<file path="config.mk">
export PLATFORM = sky130hd
export DESIGN_NAME = ultrasonic_echo_ranger
export DESIGN_NICKNAME = d
export VERILOG_FILES = /design/src/rtl/uer_pkg.sv /design/src/rtl/uer_ctrl.sv /design/src/rtl/uer_dp.sv /design/src/rtl/ultrasonic_echo_ranger.sv
export VERILOG_INCLUDE_DIRS = /design/src /design/src/rtl
export SDC_FILE = /design/constraint.sdc
export NUM_CORES = 1
export LEC_CHECK = 0
export BUFFER_PORTS_ARGS = -buffer_cell sky130_fd_sc_hd__buf_2
export CAP_MARGIN = 10
export CORE_MARGIN = 2
export CORE_UTILIZATION = 45
export DETAILED_ROUTE_END_ITERATION = 8
export HOLD_SLACK_MARGIN = 0.1
export PLACE_DENSITY = 0.62
export SLEW_MARGIN = 25
export SYNTH_ARGS = -nofsm -noshare
export SYNTH_HDL_FRONTEND = slang
export SYNTH_HIERARCHICAL = 1
export SYNTH_SLANG_ARGS = --single-unit
</file>
<file path="constraint.sdc">
create_clock -name clk_i -period 8.86 [get_ports clk_i]
set_input_delay 2.658 -clock clk_i [delete_from_list [all_inputs] [get_ports clk_i]]
set_output_delay 2.658 -clock clk_i [all_outputs]
set_load 0.03 [all_outputs]
</file>
<file path="src/rtl/ultrasonic_echo_ranger_macros.svh">
// ----------------------------------------------------------------------------
// Ultrasonic echo ranger assertion macros
// Shared assertion shorthands. Each one samples on clk_i and is disabled
// while rst_ni is low.
// ----------------------------------------------------------------------------
`ifndef ULTRASONIC_ECHO_RANGER_MACROS_SVH
`define ULTRASONIC_ECHO_RANGER_MACROS_SVH

// Same-cycle implication.
`define UER_ASSERT_NOW(lbl, ante, cons, msg) \
  lbl: assert property (@(posedge clk_i) disable iff (!rst_ni) (ante) |-> (cons)) \
    else $error(msg);

// Next-cycle implication.
`define UER_ASSERT_NEXT(lbl, ante, cons, msg) \
  lbl: assert property (@(posedge clk_i) disable iff (!rst_ni) (ante) |=> (cons)) \
    else $error(msg);

`endif

</file>
<file path="src/rtl/uer_pkg.sv">
// ----------------------------------------------------------------------------
// Ultrasonic echo ranger package
// Types, register map and reset values shared by the ranger modules.
// ----------------------------------------------------------------------------
`timescale 1ns / 1ps

package uer_pkg;

  // Field widths.
  localparam int PeriodW  = 26;
  localparam int TrigW    = 8;
  localparam int TimeoutW = 20;
  localparam int DivisorW = 16;
  localparam int RawW     = 20;

  // Divider runs one quotient bit per cycle.
  localparam int DivSteps = RawW;
  localparam int DivCntW  = $clog2(DivSteps);

  // Stream payload widths.
  localparam int InDataW  = 8;
  localparam int OutDataW = 48;

  // Configuration port.
  localparam int AddrW = 5;
  localparam int IdxW  = 3;

  localparam logic [IdxW-1:0] REG_PERIOD    = 3'd0;
  localparam logic [IdxW-1:0] REG_TRIGGER   = 3'd1;
  localparam logic [IdxW-1:0] REG_START_TO  = 3'd2;
  localparam logic [IdxW-1:0] REG_WIDTH_TO  = 3'd3;
  localparam logic [IdxW-1:0] REG_DIVISOR   = 3'd4;

  localparam logic [PeriodW-1:0]  RST_PERIOD   = 26'd500000;
  localparam logic [TrigW-1:0]    RST_TRIGGER  = 8'd20;
  localparam logic [TimeoutW-1:0] RST_START_TO = 20'd25000;
  localparam logic [TimeoutW-1:0] RST_WIDTH_TO = 20'd100000;
  localparam logic [DivisorW-1:0] RST_DIVISOR  = 16'd450;

  // Measurement phase of the ranging sequence.
  typedef enum logic [1:0] {
    PH_IDLE = 2'd0,
    PH_TRIG = 2'd1,
    PH_WAIT = 2'd2,
    PH_HIGH = 2'd3
  } phase_e;

  // Controller states.
  typedef enum logic [1:0] {
    ST_IDLE = 2'd0,
    ST_DIV  = 2'd1,
    ST_PUSH = 2'd2
  } ctrl_state_e;

  // Register file contents.
  typedef struct packed {
    logic [PeriodW-1:0]  period;
    logic [TrigW-1:0]    trigger;
    logic [TimeoutW-1:0] start_to;
    logic [TimeoutW-1:0] width_to;
    logic [DivisorW-1:0] divisor;
  } cfg_t;

  // Controller to datapath.
  typedef struct packed {
    logic step;      // apply one tick to the ranging state
    logic div_step;  // one divider iteration
    logic push;      // load the output register
  } cmd_t;

  // Datapath to controller.
  typedef struct packed {
    logic div_need;  // the offered tick ends a good echo
    logic div_last;  // the current divider iteration is the final one
    logic out_free;  // output register can take a new beat
  } sts_t;

endpackage

</file>
<file path="src/rtl/uer_ctrl.sv">
// ----------------------------------------------------------------------------
// Ultrasonic echo ranger controller
// Sequences input acceptance, the serial divide and the output load.
// ----------------------------------------------------------------------------
`timescale 1ns / 1ps
`include "ultrasonic_echo_ranger_macros.svh"

module uer_ctrl (
  input  logic          clk_i,
  input  logic          rst_ni,
  input  logic          in_valid_i,
  output logic          in_ready_o,
  input  uer_pkg::sts_t sts_i,
  output uer_pkg::cmd_t cmd_o
);

  uer_pkg::ctrl_state_e state_q, state_d;

  // State register.
  always_ff @(posedge clk_i or negedge rst_ni) begin
    if (!rst_ni) begin
      state_q <= uer_pkg::ST_IDLE;
    end else begin
      state_q <= state_d;
    end
  end

  // Next state.
  always_comb begin
    state_d = state_q;
    unique case (state_q)
      uer_pkg::ST_IDLE: begin
        if (in_valid_i) begin
          state_d = sts_i.div_need ? uer_pkg::ST_DIV : uer_pkg::ST_PUSH;
        end
      end
      uer_pkg::ST_DIV: begin
        if (sts_i.div_last) begin
          state_d = uer_pkg::ST_PUSH;
        end
      end
      uer_pkg::ST_PUSH: begin
        if (sts_i.out_free) begin
          state_d = uer_pkg::ST_IDLE;
        end
      end
      default: begin
        state_d = uer_pkg::ST_IDLE;
      end
    endcase
  end

  // Outputs.
  always_comb begin
    in_ready_o     = 1'b0;
    cmd_o          = '0;
    unique case (state_q)
      uer_pkg::ST_IDLE: begin
        in_ready_o = 1'b1;
        cmd_o.step = in_valid_i;
      end
      uer_pkg::ST_DIV: begin
        cmd_o.div_step = 1'b1;
      end
      uer_pkg::ST_PUSH: begin
        cmd_o.push = sts_i.out_free;
      end
      default: begin
        in_ready_o = 1'b0;
      end
    endcase
  end

  // A good echo always runs the divider before its beat is loaded.
  `UER_ASSERT_NEXT(a_good_echo_divides, cmd_o.step && sts_i.div_need,
                   state_q == uer_pkg::ST_DIV, "good echo did not start divide")

  // The last divider iteration hands over to the output load.
  `UER_ASSERT_NEXT(a_div_to_push, state_q == uer_pkg::ST_DIV && sts_i.div_last,
                   state_q == uer_pkg::ST_PUSH, "divide did not end in push")

endmodule

</file>
<file path="src/rtl/uer_dp.sv">
// ----------------------------------------------------------------------------
// Ultrasonic echo ranger datapath
// Tick counter, phase register, stored results, restoring divider and the
// output register.
// ----------------------------------------------------------------------------
`timescale 1ns / 1ps
`include "ultrasonic_echo_ranger_macros.svh"

module uer_dp #(
  parameter int CounterWidth = 26
) (
  input  logic                           clk_i,
  input  logic                           rst_ni,
  input  uer_pkg::cfg_t                  cfg_i,
  input  logic                           echo_i,
  input  uer_pkg::cmd_t                  cmd_i,
  output uer_pkg::sts_t                  sts_o,
  output logic                           out_valid_o,
  input  logic                           out_ready_i,
  output logic [uer_pkg::OutDataW-1:0]   out_data_o
);

  localparam int CmpW = (CounterWidth + 1 > uer_pkg::PeriodW) ?
                        CounterWidth + 1 : uer_pkg::PeriodW;
  localparam int PadW = uer_pkg::OutDataW - 4 - 2 * uer_pkg::RawW;

  uer_pkg::phase_e                    phase_q, phase_d;
  logic [CounterWidth-1:0]            tick_q, tick_d;
  logic [uer_pkg::RawW-1:0]           raw_q, raw_d;
  logic [uer_pkg::RawW-1:0]           cm_q;
  logic                               err_q, err_d;
  logic                               pend_drive_q, pend_drive_d;
  logic                               pend_ready_q, pend_ready_d;
  logic                               finish;
  logic                               good;

  logic [CmpW-1:0]                    next_w;
  logic [CounterWidth-1:0]            next_m;

  logic [uer_pkg::DivisorW-1:0]       rem_q;
  logic [uer_pkg::RawW-1:0]           quo_q;
  logic [uer_pkg::DivCntW-1:0]        div_cnt_q;
  logic [uer_pkg::DivisorW:0]         rem_sh;
  logic [uer_pkg::DivisorW+1:0]       trial;
  logic [uer_pkg::DivisorW-1:0]       rem_n;
  logic [uer_pkg::RawW-1:0]           quo_n;

  logic                               out_valid_q;
  logic [uer_pkg::OutDataW-1:0]       out_data_q;

  assign next_w = CmpW'(tick_q) + CmpW'(1);
  assign next_m = next_w[CounterWidth-1:0];

  // One tick of the ranging sequence.
  always_comb begin
    phase_d      = phase_q;
    tick_d       = tick_q;
    finish       = 1'b0;
    good         = 1'b0;
    pend_drive_d = 1'b0;
    unique case (phase_q)
      uer_pkg::PH_IDLE: begin
        if (next_w >= CmpW'(cfg_i.period) || (&tick_q)) begin
          phase_d = uer_pkg::PH_TRIG;
          tick_d  = '0;
        end else begin
          tick_d  = next_m;
        end
      end
      uer_pkg::PH_TRIG: begin
        pend_drive_d = 1'b1;
        if (next_w >= CmpW'(cfg_i.trigger)) begin
          phase_d = uer_pkg::PH_WAIT;
          tick_d  = '0;
        end else begin
          tick_d  = next_m;
        end
      end
      uer_pkg::PH_WAIT: begin
        if (echo_i && CmpW'(tick_q) < CmpW'(cfg_i.start_to)) begin
          // The rising tick counts as the first high tick.
          phase_d = uer_pkg::PH_HIGH;
          tick_d  = CounterWidth'(1);
          finish  = (cfg_i.width_to <= uer_pkg::TimeoutW'(1));
        end else begin
          tick_d  = next_m;
          finish  = (CmpW'(next_m) >= CmpW'(cfg_i.start_to));
        end
      end
      uer_pkg::PH_HIGH: begin
        if (echo_i) begin
          tick_d = next_m;
          finish = (CmpW'(next_m) >= CmpW'(cfg_i.width_to));
        end else begin
          finish = 1'b1;
          good   = 1'b1;
        end
      end
      default: begin
        phase_d = uer_pkg::PH_IDLE;
      end
    endcase
    if (finish) begin
      phase_d = uer_pkg::PH_IDLE;
      tick_d  = '0;
    end
  end

  // Result bookkeeping on a finished measurement.
  assign raw_d        = good ? tick_q[uer_pkg::RawW-1:0] : raw_q;
  assign err_d        = finish ? !good : err_q;
  assign pend_ready_d = finish;

  // Restoring divide step; a zero divisor yields all ones.
  assign rem_sh = {rem_q, quo_q[uer_pkg::RawW-1]};
  assign trial  = {1'b0, rem_sh} - (uer_pkg::DivisorW + 2)'(cfg_i.divisor);
  always_comb begin
    if (!trial[uer_pkg::DivisorW+1]) begin
      rem_n = trial[uer_pkg::DivisorW-1:0];
      quo_n = {quo_q[uer_pkg::RawW-2:0], 1'b1};
    end else begin
      rem_n = rem_sh[uer_pkg::DivisorW-1:0];
      quo_n = {quo_q[uer_pkg::RawW-2:0], 1'b0};
    end
  end

  // Ranging state.
  always_ff @(posedge clk_i or negedge rst_ni) begin
    if (!rst_ni) begin
      phase_q      <= uer_pkg::PH_IDLE;
      tick_q       <= '0;
      raw_q        <= '0;
      err_q        <= 1'b0;
      pend_drive_q <= 1'b0;
      pend_ready_q <= 1'b0;
    end else if (cmd_i.step) begin
      phase_q      <= phase_d;
      tick_q       <= tick_d;
      raw_q        <= raw_d;
      err_q        <= err_d;
      pend_drive_q <= pend_drive_d;
      pend_ready_q <= pend_ready_d;
    end
  end

  // Divider registers.
  always_ff @(posedge clk_i or negedge rst_ni) begin
    if (!rst_ni) begin
      div_cnt_q <= '0;
      cm_q      <= '0;
    end else if (cmd_i.step && good) begin
      div_cnt_q <= '0;
    end else if (cmd_i.div_step) begin
      div_cnt_q <= div_cnt_q + uer_pkg::DivCntW'(1);
      if (div_cnt_q == uer_pkg::DivCntW'(uer_pkg::DivSteps - 1)) begin
        cm_q <= quo_n;
      end
    end
  end

  always_ff @(posedge clk_i) begin
    if (cmd_i.step && good) begin
      rem_q <= '0;
      quo_q <= tick_q[uer_pkg::RawW-1:0];
    end else if (cmd_i.div_step) begin
      rem_q <= rem_n;
      quo_q <= quo_n;
    end
  end

  // Output register.
  always_ff @(posedge clk_i or negedge rst_ni) begin
    if (!rst_ni) begin
      out_valid_q <= 1'b0;
    end else if (cmd_i.push) begin
      out_valid_q <= 1'b1;
    end else if (out_ready_i) begin
      out_valid_q <= 1'b0;
    end
  end

  always_ff @(posedge clk_i) begin
    if (cmd_i.push) begin
      out_data_q <= {{PadW{1'b0}}, pend_ready_q, err_q, cm_q, raw_q,
                     pend_drive_q, pend_drive_q};
    end
  end

  assign out_valid_o     = out_valid_q;
  assign out_data_o      = out_data_q;
  assign sts_o.div_need  = good;
  assign sts_o.div_last  = (div_cnt_q == uer_pkg::DivCntW'(uer_pkg::DivSteps - 1));
  assign sts_o.out_free  = !out_valid_q || out_ready_i;

  // A tick cannot both drive the trigger and finish a measurement.
  `UER_ASSERT_NOW(a_drive_excl_ready, 1'b1, !(pend_drive_q && pend_ready_q),
                  "trigger drive and result strobe together")

  // A finished measurement returns to idle with a cleared count.
  `UER_ASSERT_NEXT(a_finish_idle, cmd_i.step && finish,
                   phase_q == uer_pkg::PH_IDLE && tick_q == '0,
                   "measurement end did not return to idle")

endmodule

</file>
<file path="src/rtl/ultrasonic_echo_ranger.sv">
// ----------------------------------------------------------------------------
// Ultrasonic echo ranger
// Periodic trigger and echo-width timer for a single-wire ranging sensor.
// ----------------------------------------------------------------------------
// Each input beat is one time-base tick with the sampled echo line and yields
// exactly one output beat. A tick is accepted and then loaded into the output
// register; on a tick that ends a good echo a restoring divider runs between
// them, producing one centimeter quotient bit per cycle. A finished beat waits
// in the output register while the next tick is already taken. Registers sit
// at byte addresses 0x00 period, 0x04 trigger length, 0x08 start timeout,
// 0x0C width timeout, 0x10 centimeter divisor. The user must see that they are
// written only while no tick is in flight; the block itself does not enforce it.
`timescale 1ns / 1ps

module ultrasonic_echo_ranger #(
  parameter int COUNTER_WIDTH = 26
) (
  input  logic                          clk_i,
  input  logic                          rst_ni,
  // Input tick stream.
  input  logic                          s_axis_tvalid,
  output logic                          s_axis_tready,
  input  logic [uer_pkg::InDataW-1:0]   s_axis_tdata,   // [0] echo_level
  // Result stream.
  output logic                          m_axis_tvalid,
  input  logic                          m_axis_tready,
  // [0] drive_enable, [1] drive_level, [21:2] range_raw, [41:22] range_cm,
  // [42] sensor_error, [43] result_ready, upper bits zero
  output logic [uer_pkg::OutDataW-1:0]  m_axis_tdata,
  // Configuration port.
  input  logic                          psel,
  input  logic                          penable,
  input  logic                          pwrite,
  input  logic [uer_pkg::AddrW-1:0]     paddr,
  input  logic [31:0]                   pwdata,
  output logic [31:0]                   prdata,
  output logic                          pready
);

  uer_pkg::cfg_t              cfg_q;
  uer_pkg::cmd_t              cmd;
  uer_pkg::sts_t              sts;
  logic                       wr_en;
  logic [uer_pkg::IdxW-1:0]   reg_idx;

  assign pready  = 1'b1;
  assign wr_en   = psel && penable && pwrite;
  assign reg_idx = paddr[uer_pkg::AddrW-1:2];

  // Register file writes.
  always_ff @(posedge clk_i or negedge rst_ni) begin
    if (!rst_ni) begin
      cfg_q.period   <= uer_pkg::RST_PERIOD;
      cfg_q.trigger  <= uer_pkg::RST_TRIGGER;
      cfg_q.start_to <= uer_pkg::RST_START_TO;
      cfg_q.width_to <= uer_pkg::RST_WIDTH_TO;
      cfg_q.divisor  <= uer_pkg::RST_DIVISOR;
    end else if (wr_en) begin
      unique case (reg_idx)
        uer_pkg::REG_PERIOD:   cfg_q.period   <= pwdata[uer_pkg::PeriodW-1:0];
        uer_pkg::REG_TRIGGER:  cfg_q.trigger  <= pwdata[uer_pkg::TrigW-1:0];
        uer_pkg::REG_START_TO: cfg_q.start_to <= pwdata[uer_pkg::TimeoutW-1:0];
        uer_pkg::REG_WIDTH_TO: cfg_q.width_to <= pwdata[uer_pkg::TimeoutW-1:0];
        uer_pkg::REG_DIVISOR:  cfg_q.divisor  <= pwdata[uer_pkg::DivisorW-1:0];
        default: begin
        end
      endcase
    end
  end

  // Register read-back.
  always_comb begin
    unique case (reg_idx)
      uer_pkg::REG_PERIOD:   prdata = 32'(cfg_q.period);
      uer_pkg::REG_TRIGGER:  prdata = 32'(cfg_q.trigger);
      uer_pkg::REG_START_TO: prdata = 32'(cfg_q.start_to);
      uer_pkg::REG_WIDTH_TO: prdata = 32'(cfg_q.width_to);
      uer_pkg::REG_DIVISOR:  prdata = 32'(cfg_q.divisor);
      default:               prdata = '0;
    endcase
  end

  uer_ctrl u_ctrl (
    .clk_i      (clk_i),
    .rst_ni     (rst_ni),
    .in_valid_i (s_axis_tvalid),
    .in_ready_o (s_axis_tready),
    .sts_i      (sts),
    .cmd_o      (cmd)
  );

  uer_dp #(
    .CounterWidth (COUNTER_WIDTH)
  ) u_dp (
    .clk_i       (clk_i),
    .rst_ni      (rst_ni),
    .cfg_i       (cfg_q),
    .echo_i      (s_axis_tdata[0]),
    .cmd_i       (cmd),
    .sts_o       (sts),
    .out_valid_o (m_axis_tvalid),
    .out_ready_i (m_axis_tready),
    .out_data_o  (m_axis_tdata)
  );

endmodule
</file>
Yosys cells after proc, flatten, opt, wreduce, memory -nomap -nowiden
Cells that the tools add are included.

Mux-type cells: 35. Eq/ne operators: 17. Bitwise gates (word level): 1. $add $sub $neg: 3. $lt $le $gt $ge: 6. Reduce and logical (&&, ||, !) cells: 26.

Operator list (count): $mux 26 (5); $pmux 26 s5 (1); $pmux 26 s4 (1); $ge 26x20->1 (2); $mux 20 (2); $add 26x1->27 const B (1); $ge 27x26->1 (1); $ge 27x8->1 (1); $lt 26x20->1 (1); $reduce_and 26->1 (1); $le 20x1->1 const B (1); $sub 17x16->18 (1); $mux 16 (1); $mux 2 (8); $reduce_and 2->1 (8); $mux 1 (12); $pmux 2 s3 (2); $mux 5 (2); $ne 3x1->1 const B (3); $eq 2x2->1 const B (3); $eq 3x2->1 const B (2); $reduce_and 3->1 (2); $add 5x1->5 const B (1); $eq 5x5->1 const B (1); 16 further kinds (25).

Output and inout bits: 83. Input bits: 52. Register bits after elaboration: 249.

Depth between registers and ports, before layout
Gate-level depths: netlist of the first run.

Depth in word-level cells: 6. Mapped depth: 20.

Hierarchy
The synthesis of the first run kept the hierarchy.

By module, submodules not included: uer_dp (cells an instance 1033, seq. area each 4139.0 um^2, area an instance 9882.0 um^2, times used 1); ultrasonic_echo_ranger (cells an instance 309, seq. area each 2283.4 um^2, area an instance 4239.1 um^2, times used 1); uer_ctrl (cells an instance 13, seq. area each 50.0 um^2, area an instance 126.4 um^2, times used 1).

Least setup slack after synthesis of the first run
Ideal clock, no wire load.

Path kind: input to output. Start point: input paddr[4] in the netlist's numbering. End point: output prdata[0]. Arrival time: 3.946 ns. Stages: 5. Buffers on the path: 2. Slack: 2.256 ns. Required time: 6.202 ns. Cells stage by stage: buf_2 -> nor2b_1 -> clkbuf_1 -> a22oi_1 -> o21ai_0.

Word-level cells in the longest chain between the ends: 2.

Ends and longest elaborated chain: start: declaration (RTL line ultrasonic_echo_ranger.sv:34) `input logic [uer_pkg::AddrW-1:0] paddr,`; $eq 3x3->1 (tied with other cells) (RTL line ultrasonic_echo_ranger.sv:73) `unique case (reg_idx)`; $pmux 26 s5 * (RTL line ultrasonic_echo_ranger.sv:73); end: declaration (RTL line ultrasonic_echo_ranger.sv:36) `output logic [31:0] prdata,`.

Every way passes the cells marked *; elsewhere a longest branch is shown, timed or not.

Worst setup path after layout of the first run
Start point: input paddr[2] in the netlist's numbering. End point: output prdata[7].

Same word-level chain as after synthesis.

==> impl_metrics.ini, run 1 <==
[placed_design]
place_hpwl_um = 25810
preCtsSetupSlack_ps = 1570
place_congestion = 0.9047
io_buffer_count = 108

[detailed_routing]
drt_iter0_drc = 595
drc_errors = 0
viasPerCell = 5.568
drt-wirelength-per-cell_um = 18.71
antenna_left = 0
dr.pass1.iters = 5
dr_total_vias = 10346
wl_um = 34760

[final_layout]
nNetsFinal = 1603
regArea_sq_um = 6472
fillCellCount = 2888
multi_input_comb_area_sq_um = 6994
layout-drive-gt1-share_pct = 23.01
antennaDiodeCount = 0
area_delta_synth_final_pct = 11.65

[global_route]
antenna_found_initial = 0
grt_max_degree = 73
grt_pass1_vias = 10138
gr-total-overflow = 0
grt_pass1_wl_um = 55680
grt_usage_pct = 20.94

[job]
cap_viol_max_count = 0

[pwr]
leakage_nw = 7.440
power.density_nw_per_um2 = 279.5
ir_drop_v = 0.0001741

[yosys]
synth.distinct_cells = 80
async_reset_ff_share_pct = 68.15
synth_ff_type = dfrtp_1
synth_area_sq_um = 14250
synth_edf_count = 63
ys_seq_area_share_pct = 45.43
ys_ff_latch = 248
syn_avg_cell_area_sq_um = 10.51
syn_inst = 1355
synth_warnings = 6

[timing]
fin_tns_setup_ps = 0
fin_crit_ps = 7345
post-route-period-util_pct = 82.90
finClkSkew_ps = 11.25
timing.hold.ws_ps = 442.9
worst_slack_ps = 1515
clock.fmax_mhz = 136.2
max_slew_margin_pct = 34.97
worst_pin_slew_ps = 975.5
rsz0062_at_grt = false
setup_violations = 0
slew_viol_final = 0
hold_violations = 0

[floorplanning]
fp.dieH_um = 181.9
dieWidth_um = 181.9
fp-row-count = 65
start_util_pct = 45.38
die-area_sq_um = 33100
design.core.area_sq_um = 31390
num_io_pins = 135

[clock_tree]
cts-hold-fix-buffers = 0
post_cts_buffers = 0
clkLatencyLatePin_ps = 540
root_buffer = clkbuf_16
post_cts_resized = 0
cts_buffer_depth = 3
cts_buffers = 28
clkSlewWorstSetupHoldPaths_ps = 60
clock_sinks = 248
cts_htree_levels = 1
cts_tree = yes

[hold_path]
min_from = u_dp/cm_q[13]
min_path_type = reg2reg
hold_depth = 0
min_to = u_dp/out_data_o[35]

[setup_path]
timing.rr.start = u_dp/tick_q[0]
critPathMaxFanout = 31
critPathArrivalTime_ps = 4690
rrSetupSlack_ps = 3170
cp_data_required_time_ps = 6200
critical_path_class = in2out
worst_setup_path_start_kind = input port
path_cells = buf_2 > nor2b_1 > a22oi_1 > o21ai_0 > buf_2
r2r_end = u_dp/tick_q[25]
crit_buf_inv = 2
worstRegToRegCells = 16
cp_common_cell = buf_2
end_kind = output port
cpPeakStageDelay_ps = 630
cpLargestDelayFamily = buffers and inverters
cpMaxStageDelayCell = nor2b_1
cp-startpoint = paddr[2]

[status]
outcome = finished clean
## synth_stat cells (25+ instances only)
cell type | instances | area share (%)
a21oi_1 | 36 | 1.3
clkbuf_1 | 32 | 0.84
dfstp_2 | 25 | 4.6
nand3_1 | 33 | 1.2
inv_1 | 108 | 2.8
nor2b_1 | 28 | 1.2
nand2_1 | 167 | 4.4
dfrtp_1 | 144 | 25
o21ai_0 | 47 | 1.7
xnor2_1 | 25 | 1.5
mux2_2 | 122 | 9.6
nor2_1 | 44 | 1.2
edfxtp_1 | 63 | 13
ha_1 | 116 | 10
## metal layers
metal / wire [um] / track usage (%) / up-vias / part of all wire [%]
li1: - / - / 4991 / -
met1: 16360 / 29.56 / 5030 / 47
met2: 16260 / 34.84 / 279 / 47
met3: 1571 / 2.507 / 46 / 4.5
met4: 562 / 4.387 / 0 / 1.6
met5: 0 / 0 / - / 0
## registers in the layout, indices dropped and copies added (netlist names)
signal and count:
cfg_q 90, u_dp/out_data_o 43, u_dp/tick_q 26, u_dp/cm_q 20, u_dp/quo_q 20, u_dp/raw_q 20, u_dp/rem_q 16, u_dp/div_cnt_q 5
u_ctrl/state_q 2, u_dp/phase_q 2, u_dp/err_q 1, u_dp/out_valid_o 1, u_dp/pend_drive_q 1, u_dp/pend_ready_q 1
## area by class of cell
type	instances	share of cell area (%)
inverter	109	2.572
sequential	248	40.69
clock inverter	16	1.125
multi-input combinational	929	43.97
clock buffer	36	4.593
tap	402	3.162
timing repair buffer	118	3.893
## kinds of logic (layout without fill, tap and decap cells)
logic type / count (synthesis) / after routing / synth area share, %
other: 3 / 11 / 0.07903
AO/OA/AOI/OAI: 231 / 231 / 11.27
AND/OR/NAND/NOR: 402 / 402 / 14.50
multiplexers: 132 / 132 / 10.35
flip-flops: 248 / 248 / 45.43
adder cells (fa/ha/maj): 117 / 117 / 10.33
buffers and inverters: 186 / 279 / 5.779
XOR/XNOR: 36 / 36 / 2.266
## cell usage in the layout, fill, tap and decap left out, drive strengths merged, types with 26 or more instances in the layout
cell type and instances:
nor2b 28, mux2 123, nor3 26, o21ai 47, clkbuf 36, inv 110, edfxtp 63, dfrtp 144
buf 118, ha 116, a21oi 37, nand3 33, nand2 167, nor2 45
## power by group
| part | leakage [nW] | switching [mW] | total, mW | internal (mW) |
|---|---|---|---|---|
| clock network | 0.434 | 0.469 | 1.14 | 0.673 |
| logic | 4.09 | 1.02 | 1.61 | 0.588 |
| registers | 2.91 | 0.190 | 1.70 | 1.51 |
## stage by stage
step	cell area (sq um)	cells	power, mW	utilization [%]
after detailed placement	14990	1806	3.317	47.75
after floorplan	14280	1363	2.885	-
after global placement	14990	1805	3.277	47.74
after CTS	15900	1858	4.480	50.65
after global routing	15910	1858	4.733	50.67
final	15910	1858	4.446	50.67
## worst max path at each step
stage / endpoint / cells past startpoint
2_1_floorplan: prdata[0] / 5
3_3_place_gp: prdata[7] / 5
3_5_place_dp: prdata[7] / 5
4_1_cts: prdata[7] / 5
5_1_grt: prdata[6] / 5
6_report: prdata[7] / 5
Note: power is estimated with default switching activity, not from simulation.
==> inputs of run 2 (changes only) <==
- PLACE_DENSITY: 0.62 -> 0.65
- clock period: 8.86 -> 6.6 ns (I/O delays scaled with it)
==> impl_metrics.ini, run 2 (synthesis results as in run 1) <==
[pwr]
p_switching_mw = 2.265
p_seq_share_pct = 37.6
p_clk_share_pct = 26.2
internal_power_mw = 3.765
switching_share_pct = 37.57
p_total_mw = 6.030
ir_drop_v = 0.0004663
comb_power_share_pct = 36.2
leakage_nw = 7.500
power.density_nw_per_um2 = 376.8

[timing]
worst_pin_slew_ps = 978.7
max_slew_margin_pct = 34.75
slew_viol_final = 0
fin_crit_ps = 5630
worst_slack_ps = 969.6
clock.fmax_mhz = 177.6
setup_violations = 0
fin_tns_setup_ps = 0
hold_violations = 0
post-route-period-util_pct = 85.31
rsz0062_at_grt = false
finClkSkew_ps = 20.08

[detailed_routing]
viasPerCell = 5.594
dr_total_vias = 10439
drt_iter0_drc = 710
drc_errors = 0
dr.pass1.iters = 5
drt-wirelength-per-cell_um = 18.38
wl_um = 34300
antenna_left = 0

[final_layout]
utilization_pct = 50.98
area_delta_synth_final_pct = 12.33
largest-register = cfg_q
nNetsFinal = 1610
largest_reg_flops = 90
layout-drive-gt1-share_pct = 23.57
stdcell_count = 1866
final_cell_mix = nand2_1, dfrtp_1, mux2_2
antennaDiodeCount = 0
final_common_cell = nand2_1

[placed_design]
dp_cells = 1812
place_congestion = 0.9138
place_hpwl_um = 25470
preCtsSetupSlack_ps = 957.8
io_buffer_count = 108

[clock_tree]
cts_buffers = 29
cts-hold-fix-buffers = 0
clkLatencyLatePin_ps = 560
cts_htree_levels = 1
post_cts_resized = 0
cts_tree = yes
clock_sinks = 248
cts_buffer_depth = 3
post_cts_buffers = 0
root_buffer = clkbuf_16
clkSlewWorstSetupHoldPaths_ps = 60

[floorplanning]
fp.dieH_um = 181.9
num_io_pins = 135
die-area_sq_um = 33100
design.core.area_sq_um = 31390
dieWidth_um = 181.9
start_util_pct = 45.38
fp-row-count = 65

[setup_path]
critPathArrivalTime_ps = 3650
critPathMaxFanout = 18
worst_setup_path_start_kind = input port
end_kind = output port
rrSetupSlack_ps = 1330
critical_path_class = in2out
cp_data_required_time_ps = 4620

[global_route]
gr-total-overflow = 0
grt_max_degree = 80
grt_pass1_wl_um = 56160
antenna_found_initial = 0
grt_usage_pct = 21.11
grt_pass1_vias = 10245

[hold_path]
min_path_type = reg2reg

[job]
cap_viol_max_count = 0

[status]
outcome = finished clean
[run 2: cell count changes in the layout (fill, tap and decap cells not counted), moves of 2 or more]
cell | before | now
clkinv_1 | 1 | 3
buf_4 | 9 | 16
inv_6 | 1 | 3
bufinv_16 | 3 | 1
clkbuf_1 | 8 | 5
clkinv_2 | 6 | 2
clkbuf_8 | 0 | 8
[run 2: worst max-delay path, stage by stage]
cell,delay [ps]
buf_2,220
buf_4,260
nor2b_1,530
a22oi_1,120
o21ai_0,270
buf_2,260
[run 2: layout make-up]
| class | count | area (sq um) |
|---|---|---|
| Clock buffer | 42 | 854.6 |
| Clock inverter | 12 | 100.1 |
| Fill cell | 2845 | 15390 |
| Inverter | 109 | 409.1 |
| Multi-Input combinational cell | 929 | 6998 |
| Sequential cell | 248 | 6472 |
| Tap cell | 402 | 503.0 |
| Timing Repair Buffer | 124 | 666.9 |
[run 2: metal layers]
metal / up-vias / GRT usage, % / part of all wire [%]
met5: - / 0 / 0
met4: 0 / 5.935 / 2.6
met3: 58 / 2.748 / 4.8
met2: 272 / 33.33 / 46
met1: 5106 / 30.62 / 47
li1: 5003 / - / -
[run 2: worst paths after layout]
kind                                 from                 end  cells after the start
max                              paddr[2]           prdata[5]                      6
min                         u_dp/raw_q[4]  u_dp/out_data_o[6]                      0
max reg2reg                u_dp/tick_q[1]     u_dp/tick_q[25]                     18
min reg2reg                 u_dp/raw_q[4]  u_dp/out_data_o[6]                      0
max in group asynchronous          rst_ni           cfg_q[52]                      2
min in group asynchronous          rst_ni        u_dp/cm_q[3]                      1
[run 2: power by group through the flow]
stage               Clock (mW)  Combinational [mW]  Sequential (mW)
floorplan                    0                1.44             2.43
global placement             0                2.13             2.28
detailed placement           0                2.18             2.30
CTS                       1.62                2.19             2.27
global route              1.68                2.44             2.32
finish                    1.58                2.18             2.27
[run 2: metrics by stage]
step,instance area [sq um],hold slack [ps]
global placement,15040,426.9
CTS,16000,444.0
finish,16000,442.8
detailed placement,15040,429.7
floorplan,14280,419.4
global route,16000,464.5
==> inputs of run 3 (changes only) <==
- PLACE_DENSITY: 0.65 -> 0.59
- clock period: 6.6 -> 5.5 ns (I/O delays scaled with it)
==> impl_metrics.ini, run 3 (synthesis results as in run 1) <==
[floorplanning]
fp.dieH_um = 181.9
fp-row-count = 65
die-area_sq_um = 33100
dieWidth_um = 181.9
start_util_pct = 45.38
design.core.area_sq_um = 31390
num_io_pins = 135

[timing]
setup_violations = 0
post-route-period-util_pct = 90.12
worst_pin_slew_ps = 955.1
finClkSkew_ps = 22.65
clock.fmax_mhz = 201.7
worst_slack_ps = 543.2
slew_viol_final = 0
fin_crit_ps = 4957
fin_tns_setup_ps = 0
rsz0062_at_grt = false
max_slew_margin_pct = 36.33
hold_violations = 0

[clock_tree]
post_cts_buffers = 0
post_cts_resized = 0
cts_buffer_depth = 3
cts_buffers = 29
cts_tree = yes
root_buffer = clkbuf_16
cts_htree_levels = 1
clock_sinks = 248
clkLatencyLatePin_ps = 560
cts-hold-fix-buffers = 0
clkSlewWorstSetupHoldPaths_ps = 60

[detailed_routing]
dr.pass1.iters = 5
antenna_left = 0
drt-wirelength-per-cell_um = 18.04
drt_iter0_drc = 641
viasPerCell = 5.484
dr_total_vias = 10309
wl_um = 33910
drc_errors = 0

[global_route]
grt_pass1_wl_um = 55060
antenna_found_initial = 0
grt_max_degree = 89
grt_pass1_vias = 10020
gr-total-overflow = 0
grt_usage_pct = 20.72

[final_layout]
nNetsFinal = 1624
antennaDiodeCount = 0
area_delta_synth_final_pct = 13.19
largest-register = cfg_q
layout-drive-gt1-share_pct = 24.29
largest_reg_flops = 90
stdcell_count = 1880
final_common_cell = nand2_1
post-route-cell-area_sq_um = 16130
final_cell_mix = nand2_1, dfrtp_1, mux2_2

[placed_design]
io_buffer_count = 108
place_congestion = 0.8962
preCtsSetupSlack_ps = 618.5
place_hpwl_um = 25430
placed_cell_area_sq_um = 15140
dp_cells = 1826

[job]
cap_viol_max_count = 0

[setup_path]
cp_data_required_time_ps = 5980
end_kind = flop
critPathMaxFanout = 13
critPathArrivalTime_ps = 5430
timing.rr.start = u_dp/tick_q[1]
critical_path_class = reg2reg
cp-startpoint = u_dp/tick_q[1]
worst_setup_path_start_kind = flop

[hold_path]
min_from = u_dp/cm_q[17]
min_path_type = reg2reg

[pwr]
p_total_mw = 7.292
ir_drop_v = 0.0005343
power.density_nw_per_um2 = 452.2
p_seq_share_pct = 37.1
internal_power_mw = 4.591
switching_share_pct = 37.05
p_clk_share_pct = 27.0
comb_power_share_pct = 35.9
p_switching_mw = 2.701
leakage_nw = 7.587

[status]
outcome = finished clean
[run 3: power by group through the flow]
stage                     combinational, mW  sequential, mW  clock [mW]
after detailed placement               2.61            2.74           0
after floorplan                        1.73            2.92           0
final                                  2.62            2.71        1.97
after CTS                              2.63            2.71        2.01
after global placement                 2.57            2.73           0
after global routing                   2.92            2.77        2.08
[run 3: final timing paths]
kind / slack [ps] / cells past startpoint / endpoint
hold / removal: 440 / 0 / u_dp/out_data_o[39]
hold reg to reg: 440 / 0 / u_dp/out_data_o[39]
setup / recovery: 540 / 18 / u_dp/tick_q[3]
max in group asynchronous: 3270 / 2 / u_dp/cm_q[4]
setup reg to reg: 540 / 18 / u_dp/tick_q[3]
min in group asynchronous: 1150 / 1 / u_dp/cm_q[15]
[run 3: layout make-up]
type                       count  area, sq um
fill                        2909        15270
multi-input combinational    929         6993
sequential                   248         6472
clock buffer                  37        785.8
timing repair buffer         138        769.5
tap                          402        503.0
inverter                     109        409.1
clock inverter                17        193.9
[run 3: metrics by stage]
| step | utilization, % | hold slack, ps |
|---|---|---|
| after floorplan | - | 419.4 |
| after global placement | 48.21 | 428.9 |
| after detailed placement | 48.23 | 432.4 |
| after CTS | 51.35 | 446.4 |
| after global routing | 51.37 | 455.4 |
| final | 51.37 | 443.2 |
[run 3: critical path, stage by stage, from the launching register on]
cell	delay, ps
dfrtp_1	440
ha_1	290
nand3_1	130
or4_1	520
or3_1	500
nor2_1	230
nand3_1	170
xnor2_1	210
ha_1	270
nand3_1	200
nor4_1	120
nand2_1	90
o211a_1	150
o211ai_1	140
nand2_1	100
nand3_1	220
buf_4	240
nor2_2	600
a31o_1	240
[run 3: layer usage]
layer,wire length (um),global-route usage (%),vias up,part of all wire [%]
li1,-,-,5034,-
met1,16190,29.47,5021,48
met2,15650,33.89,207,46
met3,1255,2.427,47,3.7
met4,811,5.161,0,2.4
met5,0,0,-,0
